## config.mk

```make
export PLATFORM = sky130hd
export DESIGN_NAME = hdlc_frame_decoder_flat
export DESIGN_NICKNAME = d
export VERILOG_FILES = /design/src/sv/hdlc_fd_pkg.sv /design/src/sv/hdlc_fd_if.sv /design/src/sv/hdlc_fd_front.sv /design/src/sv/hdlc_fd_queue.sv /design/src/sv/hdlc_fd_back.sv /design/src/sv/hdlc_frame_decoder.sv /design/src/flat_wrapper.sv
export VERILOG_INCLUDE_DIRS = /design/src /design/src/sv
export SDC_FILE = /design/constraint.sdc
export NUM_CORES = 1
export LEC_CHECK = 0
export BUFFER_PORTS_ARGS = -buffer_cell sky130_fd_sc_hd__buf_2
export CORE_ASPECT_RATIO = 0.8
export CORE_MARGIN = 8
export CORE_UTILIZATION = 30
export DETAILED_ROUTE_END_ITERATION = 7
export PLACE_DENSITY = 0.51
export SLEW_MARGIN = 30
export SYNTH_ARGS = -nofsm -noshare
export SYNTH_HDL_FRONTEND = slang
export SYNTH_HIERARCHICAL = 1
export SYNTH_SLANG_ARGS = --single-unit
```

## constraint.sdc

```tcl
create_clock -name clk_i -period 3.4 [get_ports clk_i]
set_input_delay 0.34 -clock clk_i [delete_from_list [all_inputs] [get_ports clk_i]]
set_output_delay 0.34 -clock clk_i [all_outputs]
set_load 0.05 [all_outputs]
```

## src/sv/hdlc_frame_decoder_defines.svh

```systemverilog
// Assertion macros shared by the HDLC frame decoder modules.
`ifndef HDLC_FRAME_DECODER_DEFINES_SVH
`define HDLC_FRAME_DECODER_DEFINES_SVH

// Same-cycle implication, sampled on clk_i, off while rst_ni is low.
`define HFD_ASSERT_IMP(lbl, ante, cons, msg) \
  lbl: assert property (@(posedge clk_i) disable iff (!rst_ni) (ante) |-> (cons)) \
    else $error(msg);

// Next-cycle implication, sampled on clk_i, off while rst_ni is low.
`define HFD_ASSERT_NXT(lbl, ante, cons, msg) \
  lbl: assert property (@(posedge clk_i) disable iff (!rst_ni) (ante) |=> (cons)) \
    else $error(msg);

`endif

```

## src/sv/hdlc_fd_pkg.sv

```systemverilog
// Types, constants and the CRC-16/X.25 byte update for the HDLC frame decoder.
`timescale 1ns / 1ps
`default_nettype none
package hdlc_fd_pkg;

  localparam logic [7:0]  FlagByte = 8'h7E;
  localparam logic [7:0]  EscByte  = 8'h7D;
  localparam logic [7:0]  EscXor   = 8'h20;
  localparam logic [15:0] CrcInit  = 16'hFFFF;
  localparam logic [15:0] CrcPoly  = 16'h8408;

  typedef enum logic [1:0] {
    ST_OK           = 2'd0,
    ST_INVALID      = 2'd1,
    ST_BAD_ESCAPE   = 2'd2,
    ST_CRC_MISMATCH = 2'd3
  } status_e;

  // One classified item between the front and the back.
  typedef struct packed {
    logic    is_end;
    logic [7:0] data;
    status_e status;
  } op_t;

  function automatic logic [15:0] crc_byte(input logic [15:0] crc, input logic [7:0] b);
    logic [15:0] c;
    c = crc ^ {8'h00, b};
    for (int k = 0; k < 8; k++) begin
      c = c[0] ? ((c >> 1) ^ CrcPoly) : (c >> 1);
    end
    return c;
  endfunction

endpackage
`default_nettype wire

```

## src/sv/hdlc_fd_if.sv

```systemverilog
// Valid/ready stream interfaces for raw input bytes and decoder results.
`timescale 1ns / 1ps
`default_nettype none
interface hdlc_fd_in_if;
  logic       valid;
  logic       ready;
  logic [7:0] in_byte;
  logic       frame_end;

  modport source (output valid, output in_byte, output frame_end, input ready);
  modport sink (input valid, input in_byte, input frame_end, output ready);
endinterface

interface hdlc_fd_out_if;
  logic       valid;
  logic       ready;
  logic       is_status;
  logic [7:0] payload_byte;
  logic [1:0] frame_status;

  modport source (output valid, output is_status, output payload_byte,
                  output frame_status, input ready);
  modport sink (input valid, input is_status, input payload_byte,
                input frame_status, output ready);
endinterface
`default_nettype wire

```

## src/sv/hdlc_fd_front.sv

```systemverilog
// Front end: frame tracking, flag checks and unescaping of raw bytes.
`timescale 1ns / 1ps
`default_nettype none
`include "hdlc_frame_decoder_defines.svh"
module hdlc_fd_front (
  input  wire logic        clk_i,
  input  wire logic        rst_ni,
  hdlc_fd_in_if.sink       in_i,
  input  wire logic        q_full_i,
  output logic             push_o,
  output hdlc_fd_pkg::op_t push_item_o
);

  logic       start_q, start_d;
  logic       open_q, open_d;
  logic [2:0] cnt_q, cnt_d;
  logic       esc_q, esc_d;
  logic       stop_q, stop_d;
  logic       accept;
  logic [7:0] b;

  assign in_i.ready = !q_full_i;
  assign accept     = in_i.valid && in_i.ready;
  assign b          = in_i.in_byte;

  always_comb begin
    start_d     = start_q;
    open_d      = open_q;
    cnt_d       = cnt_q;
    esc_d       = esc_q;
    stop_d      = stop_q;
    push_o      = 1'b0;
    push_item_o = '{is_end: 1'b0, data: b, status: hdlc_fd_pkg::ST_OK};
    if (accept) begin
      if (cnt_q != 3'd7) begin
        cnt_d = cnt_q + 3'd1;
      end
      if (in_i.frame_end) begin
        push_o             = 1'b1;
        push_item_o.is_end = 1'b1;
        push_item_o.data   = 8'h00;
        if (start_q || cnt_q < 3'd3 || !open_q || b != hdlc_fd_pkg::FlagByte) begin
          push_item_o.status = hdlc_fd_pkg::ST_INVALID;
        end else if (esc_q && !stop_q) begin
          push_item_o.status = hdlc_fd_pkg::ST_BAD_ESCAPE;
        end
        start_d = 1'b1;
        open_d  = 1'b0;
        cnt_d   = 3'd0;
        esc_d   = 1'b0;
        stop_d  = 1'b0;
      end else if (start_q) begin
        start_d = 1'b0;
        open_d  = (b == hdlc_fd_pkg::FlagByte);
      end else if (!stop_q) begin
        if (esc_q) begin
          esc_d            = 1'b0;
          push_o           = 1'b1;
          push_item_o.data = b ^ hdlc_fd_pkg::EscXor;
        end else if (b == hdlc_fd_pkg::EscByte) begin
          esc_d = 1'b1;
        end else if (b == hdlc_fd_pkg::FlagByte) begin
          stop_d = 1'b1;
        end else begin
          push_o = 1'b1;
        end
      end
    end
  end

  always_ff @(posedge clk_i or negedge rst_ni) begin
    if (!rst_ni) begin
      start_q <= 1'b1;
      open_q  <= 1'b0;
      cnt_q   <= 3'd0;
      esc_q   <= 1'b0;
      stop_q  <= 1'b0;
    end else begin
      start_q <= start_d;
      open_q  <= open_d;
      cnt_q   <= cnt_d;
      esc_q   <= esc_d;
      stop_q  <= stop_d;
    end
  end

  `HFD_ASSERT_NXT(a_end_restarts, accept && in_i.frame_end, start_q && cnt_q == 3'd0, "frame not restarted")
  `HFD_ASSERT_IMP(a_stop_no_data, accept && stop_q && !in_i.frame_end, !push_o, "data after inner flag")

endmodule
`default_nettype wire

```

## src/sv/hdlc_fd_queue.sv

```systemverilog
// Short FIFO of classified items between the front and the back.
`timescale 1ns / 1ps
`default_nettype none
`include "hdlc_frame_decoder_defines.svh"
module hdlc_fd_queue #(
  parameter int Depth = 2
) (
  input  wire logic              clk_i,
  input  wire logic              rst_ni,
  input  wire logic              push_i,
  input  wire hdlc_fd_pkg::op_t  push_item_i,
  output logic                   full_o,
  input  wire logic              pop_i,
  output logic                   valid_o,
  output hdlc_fd_pkg::op_t       item_o
);

  localparam int PtrW = (Depth > 1) ? $clog2(Depth) : 1;
  localparam int CntW = $clog2(Depth + 1);
  localparam logic [PtrW-1:0] LastPtr = PtrW'(Depth - 1);

  hdlc_fd_pkg::op_t    mem_q [Depth];
  logic [PtrW-1:0]     wr_ptr_q, rd_ptr_q;
  logic [CntW-1:0]     count_q;

  assign full_o  = (count_q == CntW'(Depth));
  assign valid_o = (count_q != '0);
  assign item_o  = mem_q[rd_ptr_q];

  always_ff @(posedge clk_i) begin
    if (push_i) begin
      mem_q[wr_ptr_q] <= push_item_i;
    end
  end

  always_ff @(posedge clk_i or negedge rst_ni) begin
    if (!rst_ni) begin
      wr_ptr_q <= '0;
      rd_ptr_q <= '0;
      count_q  <= '0;
    end else begin
      if (push_i) begin
        wr_ptr_q <= (wr_ptr_q == LastPtr) ? '0 : wr_ptr_q + PtrW'(1);
      end
      if (pop_i) begin
        rd_ptr_q <= (rd_ptr_q == LastPtr) ? '0 : rd_ptr_q + PtrW'(1);
      end
      if (push_i && !pop_i) begin
        count_q <= count_q + CntW'(1);
      end else if (pop_i && !push_i) begin
        count_q <= count_q - CntW'(1);
      end
    end
  end

  `HFD_ASSERT_IMP(a_no_push_full, full_o, !push_i, "push into full queue")
  `HFD_ASSERT_IMP(a_no_pop_empty, !valid_o, !pop_i, "pop from empty queue")

endmodule
`default_nettype wire

```

## src/sv/hdlc_fd_back.sv

```systemverilog
// Back end: two-byte hold, CRC-16/X.25 and the result register.
`timescale 1ns / 1ps
`default_nettype none
`include "hdlc_frame_decoder_defines.svh"
module hdlc_fd_back (
  input  wire logic             clk_i,
  input  wire logic             rst_ni,
  input  wire logic             item_valid_i,
  input  wire hdlc_fd_pkg::op_t item_i,
  output logic                  pop_o,
  hdlc_fd_out_if.source         out_o
);

  logic [1:0]  held_cnt_q, held_cnt_d;
  logic [7:0]  held0_q, held0_d;
  logic [7:0]  held1_q, held1_d;
  logic [15:0] crc_q, crc_d;
  logic        out_valid_q, out_valid_d;
  logic        is_status_q, is_status_d;
  logic [7:0]  byte_q, byte_d;
  logic [1:0]  status_q, status_d;
  logic        produce;
  hdlc_fd_pkg::status_e st;

  assign pop_o = item_valid_i && (!out_valid_q || out_o.ready);

  always_comb begin
    held_cnt_d  = held_cnt_q;
    held0_d     = held0_q;
    held1_d     = held1_q;
    crc_d       = crc_q;
    produce     = 1'b0;
    is_status_d = is_status_q;
    byte_d      = byte_q;
    status_d    = status_q;
    st          = item_i.status;
    if (pop_o) begin
      if (item_i.is_end) begin
        if (item_i.status == hdlc_fd_pkg::ST_OK) begin
          if (held_cnt_q != 2'd2) begin
            st = hdlc_fd_pkg::ST_INVALID;
          end else if ({held1_q, held0_q} != ~crc_q) begin
            st = hdlc_fd_pkg::ST_CRC_MISMATCH;
          end
        end
        produce     = 1'b1;
        is_status_d = 1'b1;
        byte_d      = 8'h00;
        status_d    = st;
        held_cnt_d  = 2'd0;
        held0_d     = 8'h00;
        held1_d     = 8'h00;
        crc_d       = hdlc_fd_pkg::CrcInit;
      end else if (held_cnt_q == 2'd2) begin
        produce     = 1'b1;
        is_status_d = 1'b0;
        byte_d      = held0_q;
        status_d    = hdlc_fd_pkg::ST_OK;
        crc_d       = hdlc_fd_pkg::crc_byte(crc_q, held0_q);
        held0_d     = held1_q;
        held1_d     = item_i.data;
      end else begin
        if (held_cnt_q == 2'd0) begin
          held0_d = item_i.data;
        end else begin
          held1_d = item_i.data;
        end
        held_cnt_d = held_cnt_q + 2'd1;
      end
    end
    if (produce) begin
      out_valid_d = 1'b1;
    end else if (out_o.ready) begin
      out_valid_d = 1'b0;
    end else begin
      out_valid_d = out_valid_q;
    end
  end

  always_ff @(posedge clk_i or negedge rst_ni) begin
    if (!rst_ni) begin
      held_cnt_q  <= 2'd0;
      held0_q     <= 8'h00;
      held1_q     <= 8'h00;
      crc_q       <= hdlc_fd_pkg::CrcInit;
      out_valid_q <= 1'b0;
    end else begin
      held_cnt_q  <= held_cnt_d;
      held0_q     <= held0_d;
      held1_q     <= held1_d;
      crc_q       <= crc_d;
      out_valid_q <= out_valid_d;
    end
  end

  always_ff @(posedge clk_i) begin
    is_status_q <= is_status_d;
    byte_q      <= byte_d;
    status_q    <= status_d;
  end

  assign out_o.valid        = out_valid_q;
  assign out_o.is_status    = is_status_q;
  assign out_o.payload_byte = byte_q;
  assign out_o.frame_status = status_q;

  `HFD_ASSERT_NXT(a_end_clears, pop_o && item_i.is_end, held_cnt_q == 2'd0 && crc_q == hdlc_fd_pkg::CrcInit, "hold not cleared")
  `HFD_ASSERT_IMP(a_held_range, 1'b1, held_cnt_q != 2'd3, "hold count overflow")

endmodule
`default_nettype wire

```

## src/sv/hdlc_frame_decoder.sv

```systemverilog
// Top level of the HDLC frame decoder: front, item queue and back.
`timescale 1ns / 1ps
`default_nettype none
// HDLC asynchronous deframer with CRC-16/X.25 check. Feed the raw bytes of one
// frame, flags and escapes included, with frame_end on the closing byte. Decoded
// bytes come out as provisional payload items, two decoded bytes behind the
// input (the last two are the received CRC and never leave), and every frame
// ends with one status item: ok, invalid frame, bad escape or CRC mismatch.
// Drop the frame's payload unless the status is ok. The block takes one byte
// per clock cycle while out_o.ready stays high; back-pressure fills the item
// queue and then drops in_i.ready. A result passes through the item queue and
// then the output register. QueueDepth must be at least 2.
module hdlc_frame_decoder #(
  parameter int QueueDepth = 2
) (
  input  wire logic     clk_i,
  input  wire logic     rst_ni,
  hdlc_fd_in_if.sink    in_i,
  hdlc_fd_out_if.source out_o
);

  logic             push;
  hdlc_fd_pkg::op_t push_item;
  logic             q_full;
  logic             q_valid;
  hdlc_fd_pkg::op_t q_item;
  logic             pop;

  hdlc_fd_front u_front (
    .clk_i       (clk_i),
    .rst_ni      (rst_ni),
    .in_i        (in_i),
    .q_full_i    (q_full),
    .push_o      (push),
    .push_item_o (push_item)
  );

  hdlc_fd_queue #(
    .Depth (QueueDepth)
  ) u_queue (
    .clk_i       (clk_i),
    .rst_ni      (rst_ni),
    .push_i      (push),
    .push_item_i (push_item),
    .full_o      (q_full),
    .pop_i       (pop),
    .valid_o     (q_valid),
    .item_o      (q_item)
  );

  hdlc_fd_back u_back (
    .clk_i        (clk_i),
    .rst_ni       (rst_ni),
    .item_valid_i (q_valid),
    .item_i       (q_item),
    .pop_o        (pop),
    .out_o        (out_o)
  );

endmodule
`default_nettype wire
```

## src/flat_wrapper.sv

```systemverilog
// flat-port wrapper written by rule: the top's interface ports become plain ports
module hdlc_frame_decoder_flat 
#(
  parameter int QueueDepth = 2
)
  (clk_i, rst_ni, in_i_valid, in_i_in_byte, in_i_frame_end, in_i_ready, out_o_valid, out_o_is_status, out_o_payload_byte, out_o_frame_status, out_o_ready);
  hdlc_fd_in_if in_i_i ();
  hdlc_fd_out_if out_o_i ();
  input  wire logic clk_i;
  input  wire logic rst_ni;
  input wire logic [$bits(in_i_i.valid)-1:0] in_i_valid;
  input wire logic [$bits(in_i_i.in_byte)-1:0] in_i_in_byte;
  input wire logic [$bits(in_i_i.frame_end)-1:0] in_i_frame_end;
  output wire logic [$bits(in_i_i.ready)-1:0] in_i_ready;
  output wire logic [$bits(out_o_i.valid)-1:0] out_o_valid;
  output wire logic [$bits(out_o_i.is_status)-1:0] out_o_is_status;
  output wire logic [$bits(out_o_i.payload_byte)-1:0] out_o_payload_byte;
  output wire logic [$bits(out_o_i.frame_status)-1:0] out_o_frame_status;
  input wire logic [$bits(out_o_i.ready)-1:0] out_o_ready;
  assign in_i_i.valid = in_i_valid;
  assign in_i_i.in_byte = in_i_in_byte;
  assign in_i_i.frame_end = in_i_frame_end;
  assign in_i_ready = in_i_i.ready;
  assign out_o_valid = out_o_i.valid;
  assign out_o_is_status = out_o_i.is_status;
  assign out_o_payload_byte = out_o_i.payload_byte;
  assign out_o_frame_status = out_o_i.frame_status;
  assign out_o_i.ready = out_o_ready;
  hdlc_frame_decoder #(.QueueDepth(QueueDepth)) u_core (.clk_i(clk_i), .rst_ni(rst_ni), .in_i(in_i_i), .out_o(out_o_i));
endmodule
```

==> metrics.yaml, run 1 <==
fin_hold_ws_ns: 0.0812
die_area_sq_um: 16800
powerDensity_nw_per_um2: 1080
dp_hpwl_mm: 5.56
tns_ns: 0
status: "finished, final reports clean"
crit_type: "reg -> reg"
worstSkewPairLatency_ns: 0.33
postSynthNetCount: 323
synth_common_cells: "edfxtp_1, dfrtp_1, nand2_1"
drt-vias-per-instance: 4.54
relSlewSlack: 0.485
ios: 26
initial_utilization: 0.304
setup_slack_ns: 1.20
placed_cells_incl_taps: 500
ir_worst_vdd_mv: 0.378
yosysSeqAreaShare: 0.560
hold_violations: 0
synth_top_flop_cell: "edfxtp_1"
holdBufCountCts: 0
drt_wl_total_mm: 7.72
pre_cts_ws_ns: 1.17
p_leak_nw: 1.77
slew_viol_final: 0
stdcell_count: 516
core_area_sq_um: 12700
cts_max_path_buffers: 2
worstSetupStartpointType: "flip-flop"
rsz0062_at_grt: "no"
worst_ep_arrival_time_ns: 2.18
rows: 37
cts_made_buffers: 9
antenna_found_initial: 0
period_minus_slack_ns: 2.20
n_antenna_cell: 0
syn2layout_area_growth_pct: 16.4
wl_per_cell_um: 15.0
grt_max_degree: 34
vias: 2341
critPathMaxFanout: 11
first_pass_iters: 4
synth_top_cells_by_area: "edfxtp_1, dfrtp_1, dfstp_2, xor2_1, xnor2_1"
cts_root_buf: "clkbuf_16"
finalSetupViolCount: 0
synth.most_common_cell: "edfxtp_1"
grt-ovfl-total: 0
clk_pin_slew_ns: 0.06
gp_congestion: 0.766
ys_async_sr_fraction: 0.582
ff2ff_setup_slack_ns: 1.20
cp_data_required_time_ns: 3.37
ant_nets: 0
grt_pass1_wl_mm: 13.2
synth_edf_count: 33
gr-usage-all-layers: 0.0998
post_cts_buffers: 0
portBuffers: 25
syn_area_sq_um: 3860
critPathCaptureType: "flip-flop"
max_slew.worst_pin.slew_ns: 0.773
drive_above_1_share: 0.252
first_iter_violations: 75
cts_sinks: 79
ys_ff_latch: 79
cts_tree: "yes"
fmax_ghz: 0.454
grt_pass1_vias: 2449
ys_types: 53
finalCritPeriodShare: 0.648
skew_ns: 0.00473
post_synth_inst_count: 305
htreeDepth: 3
drv_cap: 0
yosysTopAreaCell: "edfxtp_1"
die_h_um: 118
post_cts_resized: 0
avgSynthCellArea_sq_um: 12.7
drc: 0
min-delay-path-class: "in -> async"
p_total_w: 0.00488
die_x_um: 143
synth_warnings: 6
nets: 354
yosys.area.top_type_share: 0.256
[cell type report]
class,instances,area [sq um]
Clock buffer,12,236
Inverter,9,33.8
Tap cell,175,219
Multi-Input combinational cell,206,1610
Fill cell,1264,8230
Clock inverter,4,70.1
Sequential cell,79,2160
Timing Repair Buffer,31,170
[sequential cells by signal, indices dropped and copies added (netlist names), 2 cells and up]
name / cells
u_core/u_back/held1_q: 8
u_core/u_back/out_o.payload_byte: 8
u_core/u_front/cnt_q: 3
u_core/u_back/held0_q: 8
u_core/u_back/out_o.frame_status: 2
u_core/u_back/crc_q: 16
u_core/u_queue/mem_q: 22
u_core/u_queue/count_q: 2
u_core/u_back/held_cnt_q: 2
[metal layers]
metal  up-vias  global-route usage  part of all wire
met3        10              0.0308             0.034
met5         -                   0                 0
met1      1146               0.133              0.50
met4         0              0.0298             0.012
li1       1152                   -                 -
met2        33               0.151              0.45
[placed cells by master, fill, tap and decap left out, types with 3 or more instances in the layout]
master     count
a21oi_1        3
a22oi_1        3
a2bb2oi_1     12
and2_1         8
buf_2         25
buf_4          6
clkbuf_1       3
clkbuf_16      9
dfrtp_1       29
dfstp_2       17
edfxtp_1      33
ha_1           5
inv_1          8
mux2_4         9
mux2i_1        9
nand2_1       26
nand2b_1      10
nand4_1        3
nor2_1         4
nor2b_1       13
o21ai_0        7
o21ai_1       13
o22a_1         5
o31ai_1        8
xnor2_1       17
xor2_1        20
[critical path, cell delays in order, from the launching register on]
cell and delay [ns]:
dfrtp_1 0.40, and2b_1 0.25, and2b_1 0.27, o21ai_1 0.11, a31oi_1 0.30, and2_1 0.51
[power breakdown]
part	internal, W	leakage, nW	total (W)	switching [W]
clock	0.000641	0.151	0.000999	0.000358
sequential	0.00145	0.866	0.00170	0.000244
combinational	0.000891	0.753	0.00218	0.00129
[through the flow]
step | instance area, sq um | utilization
2_1_floorplan | 3860 | -
3_3_place_gp | 4190 | 0.329
3_5_place_dp | 4190 | 0.329
4_1_cts | 4500 | 0.354
5_1_grt | 4500 | 0.354
6_report | 4500 | 0.354
[final timing paths]
path | from | endpoint | cells after the start
setup / recovery | u_core/u_queue/count_q[0] | u_core/u_queue/mem_q[1][3] | 5
hold / removal | rst_ni | u_core/u_back/held0_q[2] | 1
setup reg to reg | u_core/u_queue/count_q[0] | u_core/u_queue/mem_q[1][3] | 5
hold reg to reg | u_core/u_queue/count_q[1] | u_core/u_queue/count_q[1] | 1
max in group asynchronous | rst_ni | u_core/u_back/crc_q[10] | 2
min in group clk_i | in_i_in_byte[3] | u_core/u_queue/mem_q[1][5] | 2
[cell families (layout without fill, tap and decap cells)]
family | count (synthesis) | after routing | synth area share
AOI/OAI and AO/OA | 57 | 57 | 0.106
xor gates and xnor gates | 39 | 39 | 0.0923
adders and majority gates | 5 | 5 | 0.0162
buffers and inverters | 20 | 56 | 0.0243
DFF | 79 | 79 | 0.560
muxes | 21 | 21 | 0.0670
and+or+nand+nor | 84 | 84 | 0.135
Note: power is estimated with default switching activity, not from simulation.
==> run 2: changes to the inputs <==
- PLACE_DENSITY: 0.51 -> 0.53
- clock period: 3.4 -> 2.02 ns (I/O delays scaled with it)
==> metrics.yaml, run 2 (synthesized netlist as in run 1, its figures left out) <==
status: "finished, final reports clean"
slew_viol_final: 0  # unchanged
vias: 2432  # +3.9%
n_antenna_cell: 0  # unchanged
ant_nets: 0  # unchanged
rows: 37  # unchanged
max_slew.worst_pin.slew_ns: 0.629  # -0.145 ns
antenna_found_initial: 0  # unchanged
drv_cap: 0  # unchanged
worstSetupStartpointType: "flip-flop"
largest-register: "u_core/u_queue/mem_q"
nets: 365  # +3.1%
first_iter_violations: 202  # +170%
hold_violations: 0  # unchanged
powerDensity_nw_per_um2: 1820  # +68%
ff2ff_setup_slack_ns: 0.13  # -1.06 ns
rsz0062_at_grt: "no"
period_minus_slack_ns: 1.89  # -0.316 ns
largest_reg_flops: 22  # unchanged
cts_max_path_buffers: 2  # unchanged
dp_hpwl_mm: 5.57  # +0.24%
drt-vias-per-instance: 4.61  # +1.7%
worstSetupStartpoint: "u_core/u_queue/count_q[0]"
gp_congestion: 0.837  # +9.3%
finalCritPeriodShare: 0.935  # +0.287
worstReg2RegEnd: "u_core/u_queue/count_q[1]"
cp_data_required_time_ns: 2.28  # -1.09 ns
syn2layout_area_growth_pct: 19.8
crit_type: "reg -> reg"
reg_top3: "u_core/u_queue/mem_q (22), u_core/u_back/crc_q (16)"
grt_max_degree: 47  # +38%
portBuffers: 25  # unchanged
drt_wl_total_mm: 7.90  # +2.3%
rr_worst_depth: 8  # +3
final_cell_mix: "edfxtp_1, dfrtp_1, nand2_1"
fillers: 1248  # -1.3%
layout_commonest_cell: "edfxtp_1"
drc: 0  # unchanged
die_x_um: 143  # unchanged
min-delay-path-class: "in -> reg"
fmax_ghz: 0.530  # +17%
skew_ns: 0.00663  # +0.00190 ns
cts_tree: "yes"
core_area_sq_um: 12700  # unchanged
tns_ns: 0  # unchanged
multi_input_area_sq_um: 1620  # +0.47%
die_area_sq_um: 16800  # unchanged
first_pass_iters: 4  # unchanged
worstSkewPairLatency_ns: 0.33  # about the same
p_leak_nw: 1.84  # +3.8%
cts_sinks: 79  # unchanged
grt_pass1_wl_mm: 13.1  # -0.58%
crit_end: "u_core/u_queue/count_q[1]"
cts_made_buffers: 9  # unchanged
grt_pass1_vias: 2445  # -0.16%
worst_ep_arrival_time_ns: 2.15  # -0.03 ns
seq_area_sq_um: 2160  # unchanged
ir_worst_vdd_mv: 0.549  # +45%
initial_utilization: 0.304  # unchanged
ios: 26  # unchanged
critPathCaptureType: "flip-flop"
gr-usage-all-layers: 0.0994  # -0.000384
timing.rr.start: "u_core/u_queue/count_q[0]"
critPathMaxFanout: 4  # -7
grt-ovfl-total: 0  # unchanged
wl_per_cell_um: 15.0  # +0.18%
cts_root_buf: "clkbuf_16"
die_h_um: 118  # unchanged
htreeDepth: 3  # unchanged
relSlewSlack: 0.581  # +0.0964
finalSetupViolCount: 0  # unchanged
clk_pin_slew_ns: 0.06  # about the same
drive_above_1_share: 0.290  # +0.0376
p_total_w: 0.00843  # +73%
## run 2: cell types whose count changed in the layout (fill, tap and decap cells not counted), sizes merged
cell,change
dlygate4sd3,+1
buf,+10
clkinvlp,+1
bufinv,-1
clkinv,+2
clkbuf,-2
## run 2: final cells by class
cell class	instances	share of cell area
inverters	9	0.00729
flip-flops and latches	79	0.467
repair buffers	42	0.0632
clock inverters	6	0.0124
multi-input cells	206	0.349
clock buffers	10	0.0540
well taps	175	0.0473
## run 2: what timing repair did
action | 4_1_cts | 5_1_grt
endpoints found under the setup margin | 0 | 22
setup buffers | 0 | 1
hold endpoints to repair | 21 | 0
hold buffers | 1 | 0
gates resized for setup | 0 | 2
## run 2: report_power, final
| group | leakage (nW) | total, W | switching, W | internal, W |
|---|---|---|---|---|
| clock | 0.153 | 0.00166 | 0.000633 | 0.00102 |
| combinational | 0.818 | 0.00392 | 0.00225 | 0.00167 |
| sequential | 0.866 | 0.00285 | 0.000409 | 0.00244 |
| total | 1.84 | 0.00843 | 0.00329 | 0.00514 |
## run 2: worst min-delay path by stage
stage / startpoint / to / slack [ns] / cells past startpoint
2_1_floorplan: rst_ni / u_core/u_back/held0_q[0] / -0.09 / 0
3_3_place_gp: rst_ni / u_core/u_back/held0_q[4] / 0.35 / 2
3_5_place_dp: rst_ni / u_core/u_back/held0_q[4] / 0.35 / 2
4_1_cts: in_i_in_byte[2] / u_core/u_front/stop_q / 0.18 / 3
5_1_grt: in_i_in_byte[4] / u_core/u_queue/mem_q[1][6] / 0.19 / 2
6_report: in_i_in_byte[4] / u_core/u_queue/mem_q[1][6] / 0.20 / 2
## run 2: layer usage
layer / up-vias / GRT usage / share of wire
met1: 1184 / 0.135 / 0.49
met3: 7 / 0.0296 / 0.050
met4: 0 / 0.0338 / 0.0089
li1: 1181 / - / -
met5: - / 0 / 0
met2: 60 / 0.147 / 0.45
## run 2: critical path: stages, from the launching register on
cell     delay, ns
dfrtp_1       0.41
and2b_1       0.23
and2b_2       0.25
o21ai_2       0.08
a31oi_1       0.06
buf_4         0.16
ha_1          0.32
nor2_1        0.15
xor2_1        0.15
## run 2: per-stage QoR
step / utilization / cells / hold slack [ns] / setup slack (ns) / cell area [sq um]
final: 0.364 / 527 / 0.195 / 0.132 / 4630
after global routing: 0.364 / 527 / 0.191 / 0.0121 / 4630
after CTS: 0.363 / 526 / 0.178 / 0.0610 / 4620
after detailed placement: 0.338 / 509 / 0.354 / 0.0991 / 4300
after global placement: 0.338 / 509 / 0.350 / 0.171 / 4300
after floorplan: - / 305 / -0.0936 / 0.0410 / 3870
